--- src/hw/rtl/sawlc_pkg.sv ---
// Package for the set-associative write-back LRU cache.
// Item structs, operation and result codes, default geometry. No dependencies.
`timescale 1ns / 1ps
package sawlc_pkg;

  localparam int unsigned DefNumSets  = 2;
  localparam int unsigned DefNumWays  = 4;
  localparam int unsigned DefWordsPerLine = 2;
  localparam logic [7:0]  MissStallReset = 8'd30;

  typedef enum logic [1:0] {
    OP_READ  = 2'd0,
    OP_WRITE = 2'd1,
    OP_FILL  = 2'd2,
    OP_NONE  = 2'd3
  } op_e;

  typedef enum logic [1:0] {
    KIND_RESP  = 2'd0,
    KIND_WBACK = 2'd1,
    KIND_FETCH = 2'd2,
    KIND_RSVD  = 2'd3
  } kind_e;

  typedef struct packed {
    logic [1:0]  operation;
    logic [31:0] address;
    logic [31:0] write_data;
    logic [31:0] fill_word_lo;
    logic [31:0] fill_word_hi;
  } req_t;

  typedef struct packed {
    logic [1:0]  kind;
    logic [31:0] mem_address;
    logic [31:0] line_word_lo;
    logic [31:0] line_word_hi;
    logic [31:0] read_data;
    logic        was_hit;
    logic [7:0]  stall_cycles;
    logic        last;
  } rsp_t;

endpackage

--- src/hw/rtl/sawlc_front.sv ---
// Front end: two-entry input queue that drops items the cache ignores.
// Depends on sawlc_pkg.
`timescale 1ns / 1ps
module sawlc_front (
  input  logic            clk_i,
  input  logic            rst_ni,
  input  logic            in_valid_i,
  output logic            in_stall_o,
  input  sawlc_pkg::req_t in_item_i,
  output logic            q_valid_o,
  input  logic            q_pop_i,
  output sawlc_pkg::req_t q_item_o
);
  import sawlc_pkg::*;

  // two-entry queue
  req_t        mem_q [2];
  logic        wr_ptr_q, rd_ptr_q;
  logic [1:0]  cnt_q;
  logic        push;

  assign in_stall_o = (cnt_q == 2'd2);
  // operation 3 causes nothing, drop it here
  assign push = in_valid_i && !in_stall_o && (in_item_i.operation != OP_NONE);
  assign q_valid_o = (cnt_q != 2'd0);
  assign q_item_o  = mem_q[rd_ptr_q];

  always_ff @(posedge clk_i) begin
    if (push) mem_q[wr_ptr_q] <= in_item_i;
  end

  always_ff @(posedge clk_i or negedge rst_ni) begin
    if (!rst_ni) begin
      wr_ptr_q <= 1'b0;
      rd_ptr_q <= 1'b0;
      cnt_q    <= 2'd0;
    end else begin
      if (push) wr_ptr_q <= ~wr_ptr_q;
      if (q_pop_i) rd_ptr_q <= ~rd_ptr_q;
      cnt_q <= cnt_q + {1'b0, push} - {1'b0, q_pop_i};
    end
  end
endmodule

--- src/hw/rtl/sawlc_back.sv ---
// Back end: tag lookup, LRU, write-back and fill handling, output register.
// Depends on sawlc_pkg. Geometry parameters are powers of two.
`timescale 1ns / 1ps
module sawlc_back #(
  parameter int unsigned NumSets      = sawlc_pkg::DefNumSets,
  parameter int unsigned NumWays      = sawlc_pkg::DefNumWays,
  parameter int unsigned WordsPerLine = sawlc_pkg::DefWordsPerLine
) (
  input  logic            clk_i,
  input  logic            rst_ni,
  input  logic [7:0]      miss_stall_i,
  input  logic            q_valid_i,
  output logic            q_pop_o,
  input  sawlc_pkg::req_t q_item_i,
  output logic            out_valid_o,
  input  logic            out_stall_i,
  output sawlc_pkg::rsp_t out_item_o
);
  import sawlc_pkg::*;

  localparam int unsigned SetW  = (NumSets > 1) ? $clog2(NumSets) : 1;
  localparam int unsigned WayW  = (NumWays > 1) ? $clog2(NumWays) : 1;
  localparam int unsigned WordW = (WordsPerLine > 1) ? $clog2(WordsPerLine) : 1;
  localparam int unsigned SetSh  = $clog2(NumSets);
  localparam int unsigned WordSh = $clog2(WordsPerLine);
  localparam int unsigned NumLines = NumSets * NumWays;
  localparam int unsigned LineW = (NumLines > 1) ? $clog2(NumLines) : 1;
  localparam int unsigned DataDepth = NumLines * WordsPerLine;
  localparam int unsigned DataW = (DataDepth > 1) ? $clog2(DataDepth) : 1;

  localparam logic [2:0] ST_IDLE  = 3'd0;
  localparam logic [2:0] ST_LOOK  = 3'd1;
  localparam logic [2:0] ST_WBHI  = 3'd2;
  localparam logic [2:0] ST_FETCH = 3'd3;
  localparam logic [2:0] ST_FILL  = 3'd4;
  localparam logic [2:0] ST_FILL2 = 3'd5;

  logic [31:0] tag_q   [NumLines];
  logic [31:0] data_q  [DataDepth];
  logic        valid_q [NumLines];
  logic        dirty_q [NumLines];
  logic [WayW-1:0] rank_q [NumLines];

  logic [2:0]  st_q;
  req_t        cur_q;
  logic        busy_q, pend_wr_q;
  logic [31:0] pend_addr_q, pend_wd_q;
  logic [WayW-1:0] pend_way_q;
  logic [31:0] wb_addr_q, wb_lo_q;
  logic [31:0] fetch_addr_q;
  logic [31:0] fill_hi_q;
  logic        out_valid_q;
  rsp_t        out_q;

  // address split of the current access and of the pending miss
  logic [31:0] line_a, tag_a, fill_line;
  logic [SetW-1:0] set_a, set_p;
  logic [WordW-1:0] word_a, word_p;
  logic [31:0] tag_p;

  assign line_a = cur_q.address >> (2 + WordSh);
  assign word_a = (WordsPerLine > 1) ? WordW'(cur_q.address >> 2) : '0;
  assign set_a  = (NumSets > 1) ? SetW'(line_a) : '0;
  assign tag_a  = line_a >> SetSh;
  assign fill_line = pend_addr_q >> (2 + WordSh);
  assign word_p = (WordsPerLine > 1) ? WordW'(pend_addr_q >> 2) : '0;
  assign set_p  = (NumSets > 1) ? SetW'(fill_line) : '0;
  assign tag_p  = fill_line >> SetSh;

  logic            hit;
  logic [WayW-1:0] hit_way, victim;
  logic [LineW-1:0] hit_idx, vic_idx, fill_idx;

  always_comb begin
    hit = 1'b0;
    hit_way = '0;
    victim = '0;
    for (int w = NumWays - 1; w >= 0; w--) begin
      if (valid_q[LineW'(set_a * NumWays + w)]
          && tag_q[LineW'(set_a * NumWays + w)] == tag_a) begin
        hit = 1'b1;
        hit_way = WayW'(w);
      end
      if (rank_q[LineW'(set_a * NumWays + w)] == '0) victim = WayW'(w);
    end
  end

  assign hit_idx  = LineW'(set_a * NumWays + hit_way);
  assign vic_idx  = LineW'(set_a * NumWays + victim);
  assign fill_idx = LineW'(set_p * NumWays + pend_way_q);

  function automatic logic [DataW-1:0] didx(logic [LineW-1:0] l, logic [WordW-1:0] w);
    return DataW'(l * WordsPerLine + w);
  endfunction

  function automatic rsp_t mk_rsp(kind_e k, logic [31:0] a, logic [31:0] lo,
                                  logic [31:0] hi, logic [31:0] rd, logic hit_f,
                                  logic [7:0] st, logic lst);
    rsp_t r;
    r.kind = k;
    r.mem_address = a;
    r.line_word_lo = lo;
    r.line_word_hi = hi;
    r.read_data = rd;
    r.was_hit = hit_f;
    r.stall_cycles = st;
    r.last = lst;
    return r;
  endfunction

  logic out_free;
  assign out_free = !out_valid_q || !out_stall_i;
  assign out_valid_o = out_valid_q;
  assign out_item_o  = out_q;
  assign q_pop_o = (st_q == ST_IDLE) && q_valid_i;

  // a result enters the output register this cycle
  logic out_load;
  always_comb begin
    out_load = 1'b0;
    unique case (st_q)
      ST_LOOK: out_load = out_free && !busy_q && (cur_q.operation != OP_FILL)
                          && (hit || !(valid_q[vic_idx] && dirty_q[vic_idx]));
      ST_WBHI: out_load = 1'b1;
      ST_FETCH, ST_FILL2: out_load = out_free;
      default: out_load = 1'b0;
    endcase
  end

  // LRU touch of a way in a set
  logic touch_en;
  logic [SetW-1:0] touch_set;
  logic [WayW-1:0] touch_way;
  always_comb begin
    touch_en = 1'b0;
    touch_set = set_a;
    touch_way = hit_way;
    if (st_q == ST_LOOK && out_free && (cur_q.operation == OP_READ
        || cur_q.operation == OP_WRITE) && !busy_q && hit) touch_en = 1'b1;
    if (st_q == ST_FILL2 && out_free) begin
      touch_en = 1'b1;
      touch_set = set_p;
      touch_way = pend_way_q;
    end
  end

  always_ff @(posedge clk_i or negedge rst_ni) begin
    if (!rst_ni) begin
      for (int i = 0; i < NumLines; i++) rank_q[i] <= WayW'(i % NumWays);
    end else if (touch_en) begin
      for (int w = 0; w < NumWays; w++) begin
        if (rank_q[LineW'(touch_set * NumWays + w)] >
            rank_q[LineW'(touch_set * NumWays + touch_way)])
          rank_q[LineW'(touch_set * NumWays + w)] <=
            rank_q[LineW'(touch_set * NumWays + w)] - 1'b1;
      end
      rank_q[LineW'(touch_set * NumWays + touch_way)] <= WayW'(NumWays - 1);
    end
  end

  // data and tag memory plus pipeline registers
  always_ff @(posedge clk_i) begin
    unique case (st_q)
      ST_IDLE: if (q_pop_o) cur_q <= q_item_i;
      ST_LOOK: begin
        if (out_free && !busy_q && hit && cur_q.operation == OP_WRITE)
          data_q[didx(hit_idx, word_a)] <= cur_q.write_data;
        if (out_free && !busy_q && !hit && (cur_q.operation == OP_READ
            || cur_q.operation == OP_WRITE)) begin
          pend_addr_q  <= cur_q.address;
          pend_wd_q    <= cur_q.write_data;
          pend_wr_q    <= (cur_q.operation == OP_WRITE);
          pend_way_q   <= victim;
          wb_addr_q    <= 32'(((tag_q[vic_idx] * NumSets + set_a) * WordsPerLine) << 2);
          wb_lo_q      <= data_q[didx(vic_idx, '0)];
          fetch_addr_q <= 32'(((tag_a * NumSets + set_a) * WordsPerLine) << 2);
        end
        if (out_free && busy_q && cur_q.operation == OP_FILL) fill_hi_q <= cur_q.fill_word_hi;
      end
      ST_FILL: begin
        data_q[didx(fill_idx, '0)] <= cur_q.fill_word_lo;
        tag_q[fill_idx] <= tag_p;
      end
      ST_FILL2: if (out_free) begin
        if (pend_wr_q) data_q[didx(fill_idx, word_p)] <= pend_wd_q;
      end
      default: ;
    endcase
    if (st_q == ST_FILL) begin
      for (int w = 1; w < WordsPerLine; w++)
        data_q[didx(fill_idx, WordW'(w))] <= (w == 1) ? fill_hi_q : '0;
    end
  end

  always_ff @(posedge clk_i or negedge rst_ni) begin
    if (!rst_ni) begin
      st_q <= ST_IDLE;
      busy_q <= 1'b0;
      out_valid_q <= 1'b0;
      out_q <= '0;
      for (int i = 0; i < NumLines; i++) begin
        valid_q[i] <= 1'b0;
        dirty_q[i] <= 1'b0;
      end
    end else begin
      if (out_load) out_valid_q <= 1'b1;
      else if (!out_stall_i) out_valid_q <= 1'b0;
      unique case (st_q)
        ST_IDLE: if (q_pop_o) st_q <= ST_LOOK;
        ST_LOOK: begin
          if (cur_q.operation == OP_FILL) begin
            if (!busy_q) st_q <= ST_IDLE;
            else if (out_free) st_q <= ST_FILL;
          end else if (busy_q) begin
            st_q <= ST_IDLE;
          end else if (out_free) begin
            if (hit) begin
              out_q <= mk_rsp(KIND_RESP, '0, '0, '0,
                              (cur_q.operation == OP_READ) ?
                                data_q[didx(hit_idx, word_a)] : '0,
                              1'b1, '0, 1'b1);
              if (cur_q.operation == OP_WRITE) dirty_q[hit_idx] <= 1'b1;
              st_q <= ST_IDLE;
            end else begin
              busy_q <= 1'b1;
              if (valid_q[vic_idx] && dirty_q[vic_idx]) begin
                dirty_q[vic_idx] <= 1'b0;
                st_q <= ST_WBHI;
              end else begin
                out_q <= mk_rsp(KIND_FETCH,
                                32'(((tag_a * NumSets + set_a) * WordsPerLine) << 2),
                                '0, '0, '0, 1'b0, '0, 1'b1);
                st_q <= ST_IDLE;
              end
            end
          end
        end
        ST_WBHI: begin
          out_q <= mk_rsp(KIND_WBACK, wb_addr_q, wb_lo_q,
                          (WordsPerLine > 1) ? data_q[didx(fill_idx, WordW'(1))] : '0,
                          '0, 1'b0, '0, 1'b0);
          st_q <= ST_FETCH;
        end
        ST_FETCH: if (out_free) begin
          out_q <= mk_rsp(KIND_FETCH, fetch_addr_q, '0, '0, '0, 1'b0, '0, 1'b1);
          st_q <= ST_IDLE;
        end
        ST_FILL: begin
          valid_q[fill_idx] <= 1'b1;
          dirty_q[fill_idx] <= 1'b0;
          st_q <= ST_FILL2;
        end
        ST_FILL2: if (out_free) begin
          out_q <= mk_rsp(KIND_RESP, '0, '0, '0,
                          pend_wr_q ? '0 : data_q[didx(fill_idx, word_p)],
                          1'b0, miss_stall_i, 1'b1);
          if (pend_wr_q) dirty_q[fill_idx] <= 1'b1;
          busy_q <= 1'b0;
          st_q <= ST_IDLE;
        end
        default: st_q <= ST_IDLE;
      endcase
    end
  end
endmodule

--- src/hw/rtl/set_assoc_writeback_lru_cache_top.sv ---
// Top level of the set-associative write-back LRU cache.
// Instantiates sawlc_front and sawlc_back; uses sawlc_pkg.
//
// Usage: requests (read, write, fill) enter on the in channel with
// in_valid_i / in_stall_o; results leave on out_valid_o / out_stall_i.
// A read or write hit answers with one response item. A miss sends an
// optional write-back item of the dirty victim, then a fetch request with
// last set; the later fill item completes the access and yields the miss
// response carrying the configured stall count.
// Timing: the back end handles one item at a time, taking no new item until
// the last is through: a hit or clean miss goes through pop, then lookup;
// a dirty miss adds the write-back and fetch states; a fill adds the two
// fill states. A hit result is held in the output register.
// A two-entry queue between front and back accepts until full while the back
// end works or the receiver stalls; results wait in the output register.
// Reset clears valid and dirty bits and the queue and reloads LRU ranks.
// miss_stall_cycles resets to 30 and is written through the cfg channel,
// which is always ready. Geometry parameters are powers of two.
`timescale 1ns / 1ps
module set_assoc_writeback_lru_cache_top #(
  parameter int unsigned NumSets      = sawlc_pkg::DefNumSets,
  parameter int unsigned NumWays      = sawlc_pkg::DefNumWays,
  parameter int unsigned WordsPerLine = sawlc_pkg::DefWordsPerLine
) (
  input  logic            clk_i,
  input  logic            rst_ni,
  input  logic            in_valid_i,
  output logic            in_stall_o,
  input  sawlc_pkg::req_t in_item_i,
  output logic            out_valid_o,
  input  logic            out_stall_i,
  output sawlc_pkg::rsp_t out_item_o,
  input  logic            cfg_valid_i,
  output logic            cfg_ready_o,
  input  logic [7:0]      cfg_data_i
);
  import sawlc_pkg::*;

  logic [7:0] miss_stall_q;
  logic       q_valid, q_pop;
  req_t       q_item;

  assign cfg_ready_o = 1'b1;

  always_ff @(posedge clk_i or negedge rst_ni) begin
    if (!rst_ni) miss_stall_q <= MissStallReset;
    else if (cfg_valid_i) miss_stall_q <= cfg_data_i;
  end

  sawlc_front u_front (
    .clk_i, .rst_ni, .in_valid_i, .in_stall_o, .in_item_i,
    .q_valid_o(q_valid), .q_pop_i(q_pop), .q_item_o(q_item)
  );

  sawlc_back #(
    .NumSets(NumSets), .NumWays(NumWays), .WordsPerLine(WordsPerLine)
  ) u_back (
    .clk_i, .rst_ni, .miss_stall_i(miss_stall_q),
    .q_valid_i(q_valid), .q_pop_o(q_pop), .q_item_i(q_item),
    .out_valid_o, .out_stall_i, .out_item_o
  );
endmodule

--- config.mk ---
export PLATFORM = sky130hd
export DESIGN_NAME = set_assoc_writeback_lru_cache_top
export DESIGN_NICKNAME = d
export VERILOG_FILES = /design/src/hw/rtl/sawlc_pkg.sv /design/src/hw/rtl/sawlc_front.sv /design/src/hw/rtl/sawlc_back.sv /design/src/hw/rtl/set_assoc_writeback_lru_cache_top.sv
export SDC_FILE = /design/constraint.sdc
export NUM_CORES = 2
export LEC_CHECK = 0
export ABC_AREA = 1
export BUFFER_PORTS_ARGS = -buffer_cell sky130_fd_sc_hd__buf_4
export CAP_MARGIN = 20
export CORE_UTILIZATION = 25
export DETAILED_ROUTE_END_ITERATION = 10
export PLACE_DENSITY = 0.47
export SLEW_MARGIN = 20
export SYNTH_ARGS = -nofsm -noshare
export SYNTH_HDL_FRONTEND = slang
export SYNTH_HIERARCHICAL = 1
export SYNTH_SLANG_ARGS = --single-unit
--- constraint.sdc ---
create_clock -name clk_i -period 15.7 [get_ports clk_i]
set_clock_uncertainty 0.2 [all_clocks]
set_input_delay 1.57 -clock clk_i [delete_from_list [all_inputs] [get_ports clk_i]]
set_output_delay 1.57 -clock clk_i [all_outputs]
set_load 0.05 [all_outputs]
After elaboration in Yosys (flattened, before gate mapping)
Memories as Yosys holds them, arrays and structs flattened. A register that Yosys moved wholly into a read port is not among the register bits.
Index checks and enable logic that the tools add are counted.
- logic and storage cells: 347
- output and inout bits: 143
- RAM bits: 996
- memories: 3
- input bits: 143
- register bits after elaboration: 346
- equal/unequal tests: 28
- multiplexer cells: 144
- bitwise operators: 22
- reductions and logical operators: 59
- $lt $le $gt $ge: 24
- $add $sub $neg: 21
- memory list (name ; depth ; bits a word ; read ports ; clocked after Yosys merged registers in ; wr ports ; line ; source):
    u_back.data_q ; 16 ; 32 ; 4 ; 1 ; 2 ; sawlc_back.sv:39 ; logic [31:0] data_q [DataDepth];
    u_front.mem_q ; 2 ; 130 ; 1 ; 1 ; 1 ; sawlc_front.sv:17 ; req_t mem_q [2];
    u_back.tag_q ; 8 ; 28 ; 5 ; 0 ; 1 ; sawlc_back.sv:38 ; logic [31:0] tag_q [NumLines];
- operators with widths (operator ; count):
    140-bit two-way mux ; 7
    140-bit one-hot mux with 4 select lines ; 1
    32-bit by 28-bit == test with 1-bit output ; 4
    16-bit two-way mux ; 8
    32-bit two-way mux ; 4
    2-bit two-way mux ; 33
    16-bit bitwise mux ; 4
    8-bit two-way mux ; 8
    32-bit OR reduction ; 2
    29-bit by 1-bit adder with 29-bit output ; 2
    2-bit binary-select mux with 3-bit select ; 9
    4-bit greater-or-equal comparator, second input constant ; 12
    3-bit NOT with 4-bit output ; 12
    1-bit two-way mux ; 42
    4-bit by 1-bit less-than comparator with 1-bit output, second input constant ; 8
    2-bit demux with 3-bit select ; 5
    1-bit logical AND ; 30
    3-bit two-way mux ; 8
    8-bit bitwise OR ; 3
    8-bit one-hot mux with 3 select lines ; 1
    1-bit binary-select mux with 3-bit select ; 6
    8-bit bitwise AND ; 2
    8-bit NOT ; 2
    16-bit bitwise OR ; 1
    other kinds (40) ; 84

Longest topological paths before layout
- word-level depth: 29
- depth in mapped cells: 35
- gate-level depth less buffers: 32

Hierarchy
Netlist, hierarchy kept.
- by module, submodules not included (module ; instances ; seq. area each (µm²) ; area an instance (µm²) ; cells an instance):
    sawlc_back ; 1 ; 35043.6 ; 61395.1 ; 7006
    sawlc_front ; 1 ; 7907.6 ; 10149.7 ; 708
    set_assoc_writeback_lru_cache_top ; 1 ; 205.2 ; 321.6 ; 36

Least setup slack after synthesis
OpenSTA, ideal clock, no wires.
- path kind: input to register
- start: input out_stall_i
- end: register u_back.pend_addr_q[10], enable pin
- data required time: 14.890 ns
- setup slack: 7.669 ns
- arrival time: 7.221 ns
- stages on the path: 5
- setup time: 0.610 ns
- path buffers: 0
- cells stage by stage: nand2_1 > inv_1 > nor2_1 > nand3_1 > nor2_1
- cells in the longest elaborated chain, start to end: 6
- ends and longest elaborated chain (item ; line ; source):
    from (decl) ; set_assoc_writeback_lru_cache_top.sv:31 ; input logic out_stall_i,
    1-bit zero test ; sawlc_back.sv:112 ; assign out_free = !out_valid_q || !out_stall_i;
    1-bit logical OR ; sawlc_back.sv:112 ;
    1-bit logical AND (3 in a row) ; sawlc_back.sv:168 ; if (out_free && !busy_q && !hit && (cur_q.operation == OP_READ
    2-bit AND reduction (no source line) ; - ;
    to (signal assigned) ; sawlc_back.sv:170 ; pend_addr_q <= cur_q.address;
    to (decl) ; sawlc_back.sv:47 ; logic [31:0] pend_addr_q, pend_wd_q;
No other way between the ends.
A chain may end at the register's enable or synchronous reset.

Worst setup path in the final report
- start: register u_back/cur_q[99] in the netlist's numbering
- end: register u_back.out_q, in the netlist u_back/out_item_o[33]
- cells in the longest elaborated chain, start to end: 19
- elaborated cells on any way between the ends: 76
- classes of those cells: add/sub: 6; eq/ne: 5; mux: 48; bitwise: 5; reduce/logical: 10; memory: 2
- ends and longest elaborated chain (item ; line ; source):
    from (decl) ; sawlc_back.sv:45 ; req_t cur_q;
    from (signal assigned) ; sawlc_back.sv:164 ; ST_IDLE: if (q_pop_o) cur_q <= q_item_i;
    parallel branches: the longest is 19 deep, another holds memory 16 x 32 bit ; - ;
    to (signal assigned) ; sawlc_back.sv:218 ; out_q <= mk_rsp(KIND_RESP, '0, '0, '0,
    to (signal assigned) ; sawlc_back.sv:230 ; out_q <= mk_rsp(KIND_FETCH,
    to (signal assigned) ; sawlc_back.sv:239 ; out_q <= mk_rsp(KIND_WBACK, wb_addr_q, wb_lo_q,
    to (decl) ; sawlc_back.sv:53 ; rsp_t out_q;
Parallel ways; which one is timed is not known. The select of a mux whose other input is x is not followed.

==> run_results.csv <==
group,metric,value,unit
cts,clkTransAtPathRegs,0.06,ns
routing,dr.first_iter.drc_count,8599,
placement,dp_cells,11500,
worst_setup_path,cp_num_buf_inv,1,
sta,max_freq,0.170,GHz
global_routing,grt_pass1_vias,56100,
routing,vias,60500,
power,power.leakage,32.6,nW
routing,wl,313,mm
layout,final_cells,11800,
cts,cts_sinks,1464,
run,cap_violations,0,
worst_setup_path,required,16.20,ns
cts,clk_latency,0.89,ns
sta,min_period_over_period,37.6,%
synthesis,syn-instance-count,7740,
sta,fin_crit,5.90,ns
die,coreArea,285000,um2
sta,slew_viol_final,0,
worst_setup_path,crit_chain,"inv_6, nand2_1, nand2_1, nand2_1, nand2_1, nand2_1, nor2_1, nand2_1, nor2_1, nand2_1, nand2_1, nand2_1, nand2_4, nand3_1, nor2_1, nor2_1, nand3_1, a21oi_1",
outcome,outcome,"finished, final reports clean",
worst_setup_path,cp.arrival,6.40,ns
global_routing,antenna_found_initial,41,
placement,dp_hpwl,191,mm
die,rows,196,
cts,clk_path_buf_depth,4,
worst_setup_path,cp_slowest_cell,"nand3_1",
routing,first_pass_iters,7,
die,fp.dieArea,289000,um2
routing,wire_per_inst,26.5,um
placement,io_buffer_count,279,
die,die_h,538,um
worst_setup_path,setup.worst_path.end_class,"register",
worst_setup_path,setup.worst_path.class,"register to register",
synthesis,synth.cell_area,71700,um2
routing,drc,0,
die,start_util,25.1,%
cts,cts_buffers,183,
synthesis,yosysWarnings,6,
placement,gp_congestion,0.933,
sta,hold_viol,0,
cts,post_cts_buffers,0,
power,p_per_area,205,nW/um2
cts,hold_buffers,0,
layout,design_area,84100,um2
sta,setup_violations,0,
sta,fin_tns_setup,0,ns
worst_setup_path,crit_family,"simple AND/OR/NAND/NOR gates",
sta,rsz0062_at_grt,"no",
routing,viasPerCell,5.12,
routing,ant_nets,0,
global_routing,grt_max_degree,200,
worst_setup_path,path_common_cell,"nand2_1",
synthesis,syn_area_per_cell,9.27,um2
global_routing,grt_pass1_wl,431,mm
layout,area.growth.synth_to_final,17.3,%
cts,cts_resized,0,
layout,nets,8033,
placement,placed_area,77900,um2
sta,slew-limit-headroom,15.0,%
power,report.power.total,17.2,mW
worst_setup_path,slowest_delay,0.95,ns
global_routing,grt_overflow,0,
die,pin_count,286,
cts,tritoncts,"done",
die,die_x,538,um
worst_setup_path,crit_path_start_kind,"register",
sta,tightest_slew,1.27,ns
power,ir_drop,0.183,mV
cts,cts_root_buffer,"clkbuf_16",
worst_setup_path,cp_max_fo,106,
layout,layout-drive-gt1-share,11.0,%
cts,h-tree-depth,4,
worst_hold_path,hp-class,"register to register",
layout,fin_util,29.5,%
global_routing,grt.total_usage,21.1,%
[metal layers]
layer	share of wire [%]	vias to the layer above	track usage (%)	wire length [um]
met5	0.078	-	0	243
met4	4.7	36	9.03	14700
met3	12	793	6.11	36800
met2	41	3757	30.6	129000
met1	42	29000	29.0	133000
li1	-	26900	-	-
[stage by stage]
stage,worst slack [ns],hold slack [ns]
2_1_floorplan,7.67,0.200
3_3_place_gp,9.63,0.206
3_5_place_dp,9.59,0.205
4_1_cts,10.04,0.216
5_1_grt,9.65,0.222
6_report,9.80,0.215
[power by group]
group | internal (mW) | total (mW) | switching [mW] | leakage (nW)
registers | 5.43 | 5.91 | 0.471 | 14.0
clock network | 2.60 | 4.35 | 1.75 | 2.97
logic | 1.62 | 6.95 | 5.33 | 15.6
total | 9.65 | 17.2 | 7.56 | 32.6
[sequential cells by signal, summed over array words and instances, names as in the netlist, named ones only]
name	cells
miss_stall_q	8
u_back/busy_q	1
u_back/cur_q	128
u_back/data_q	512
u_back/dirty_q	8
u_back/fill_hi_q	32
u_back/out_item_o	137
u_back/out_valid_o	1
u_back/pend_addr_q	30
u_back/pend_way_q	2
u_back/pend_wd_q	32
u_back/pend_wr_q	1
u_back/rank_q	16
u_back/st_q	3
u_back/tag_q	224
u_back/valid_q	8
u_back/wb_addr_q	28
u_back/wb_lo_q	32
u_front/cnt_q	2
u_front/mem_q	256
u_front/rd_ptr_q	1
u_front/wr_ptr_q	1
[worst paths after layout]
| path | startpoint | cells after the start | slack (ns) | endpoint |
|---|---|---|---|---|
| hold / removal | u_back/cur_q[10]$_DFFE_PP_ | 0 | 0.22 | u_back/fill_hi_q[10]$_DFFE_PP_ |
| setup reg to reg | u_back/cur_q[99]$_DFFE_PP_ | 18 | 9.80 | u_back/out_item_o[33]$_DFFE_PN0P_ |
| min in group asynchronous | rst_ni | 1 | 0.43 | u_back/out_item_o[52]$_DFFE_PN0P_ |
| max in group asynchronous | rst_ni | 3 | 12.93 | u_back/out_item_o[73]$_DFFE_PN0P_ |
| hold reg to reg | u_back/cur_q[10]$_DFFE_PP_ | 0 | 0.22 | u_back/fill_hi_q[10]$_DFFE_PP_ |
| setup / recovery | u_back/cur_q[99]$_DFFE_PP_ | 18 | 9.80 | u_back/out_item_o[33]$_DFFE_PN0P_ |
[layout by cell type, fill, tap and decap left out, types with 13 or more instances in the layout]
cell / n
o21ai_1: 47
o22ai_1: 137
a31oi_1: 17
a22oi_1: 85
clkbuf_16: 187
clkbuf_1: 29
edfxtp_1: 1277
nor2_1: 491
nand4_1: 56
bufinv_16: 23
clkinvlp_4: 13
buf_4: 413
nand2_1: 2296
nand3_1: 423
a21oi_1: 179
o2111ai_1: 17
o21ai_0: 966
inv_1: 667
clkinv_2: 31
o21ai_2: 66
clkinv_1: 39
dfrtp_1: 173
inv_2: 15
mux2i_1: 31
a221oi_1: 93
nor2_4: 34
o211ai_1: 30
[worst reg2reg max path, stage by stage (launching register included)]
cell	delay, ns
edfxtp_1	0.49
inv_6	0.69
nand2_1	0.31
nand2_1	0.10
nand2_1	0.05
nand2_1	0.20
nand2_1	0.16
nor2_1	0.18
nand2_1	0.07
nor2_1	0.27
nand2_1	0.24
nand2_1	0.16
nand2_1	0.13
nand2_4	0.83
nand3_1	0.96
nor2_1	0.31
nor2_1	0.08
nand3_1	0.23
a21oi_1	0.11
[final cells by class]
class / count / area (um2)
fillers: 29600 / 201000
flip-flops and latches: 1464 / 43000
multi-input cells: 5110 / 24300
clock buffers: 224 / 4900
well taps: 3762 / 4710
repair buffers: 420 / 3240
inverters: 701 / 2660
clock inverters: 111 / 1240
diodes: 12 / 30.0
No activity file was read; power rests on OpenSTA's default activity.
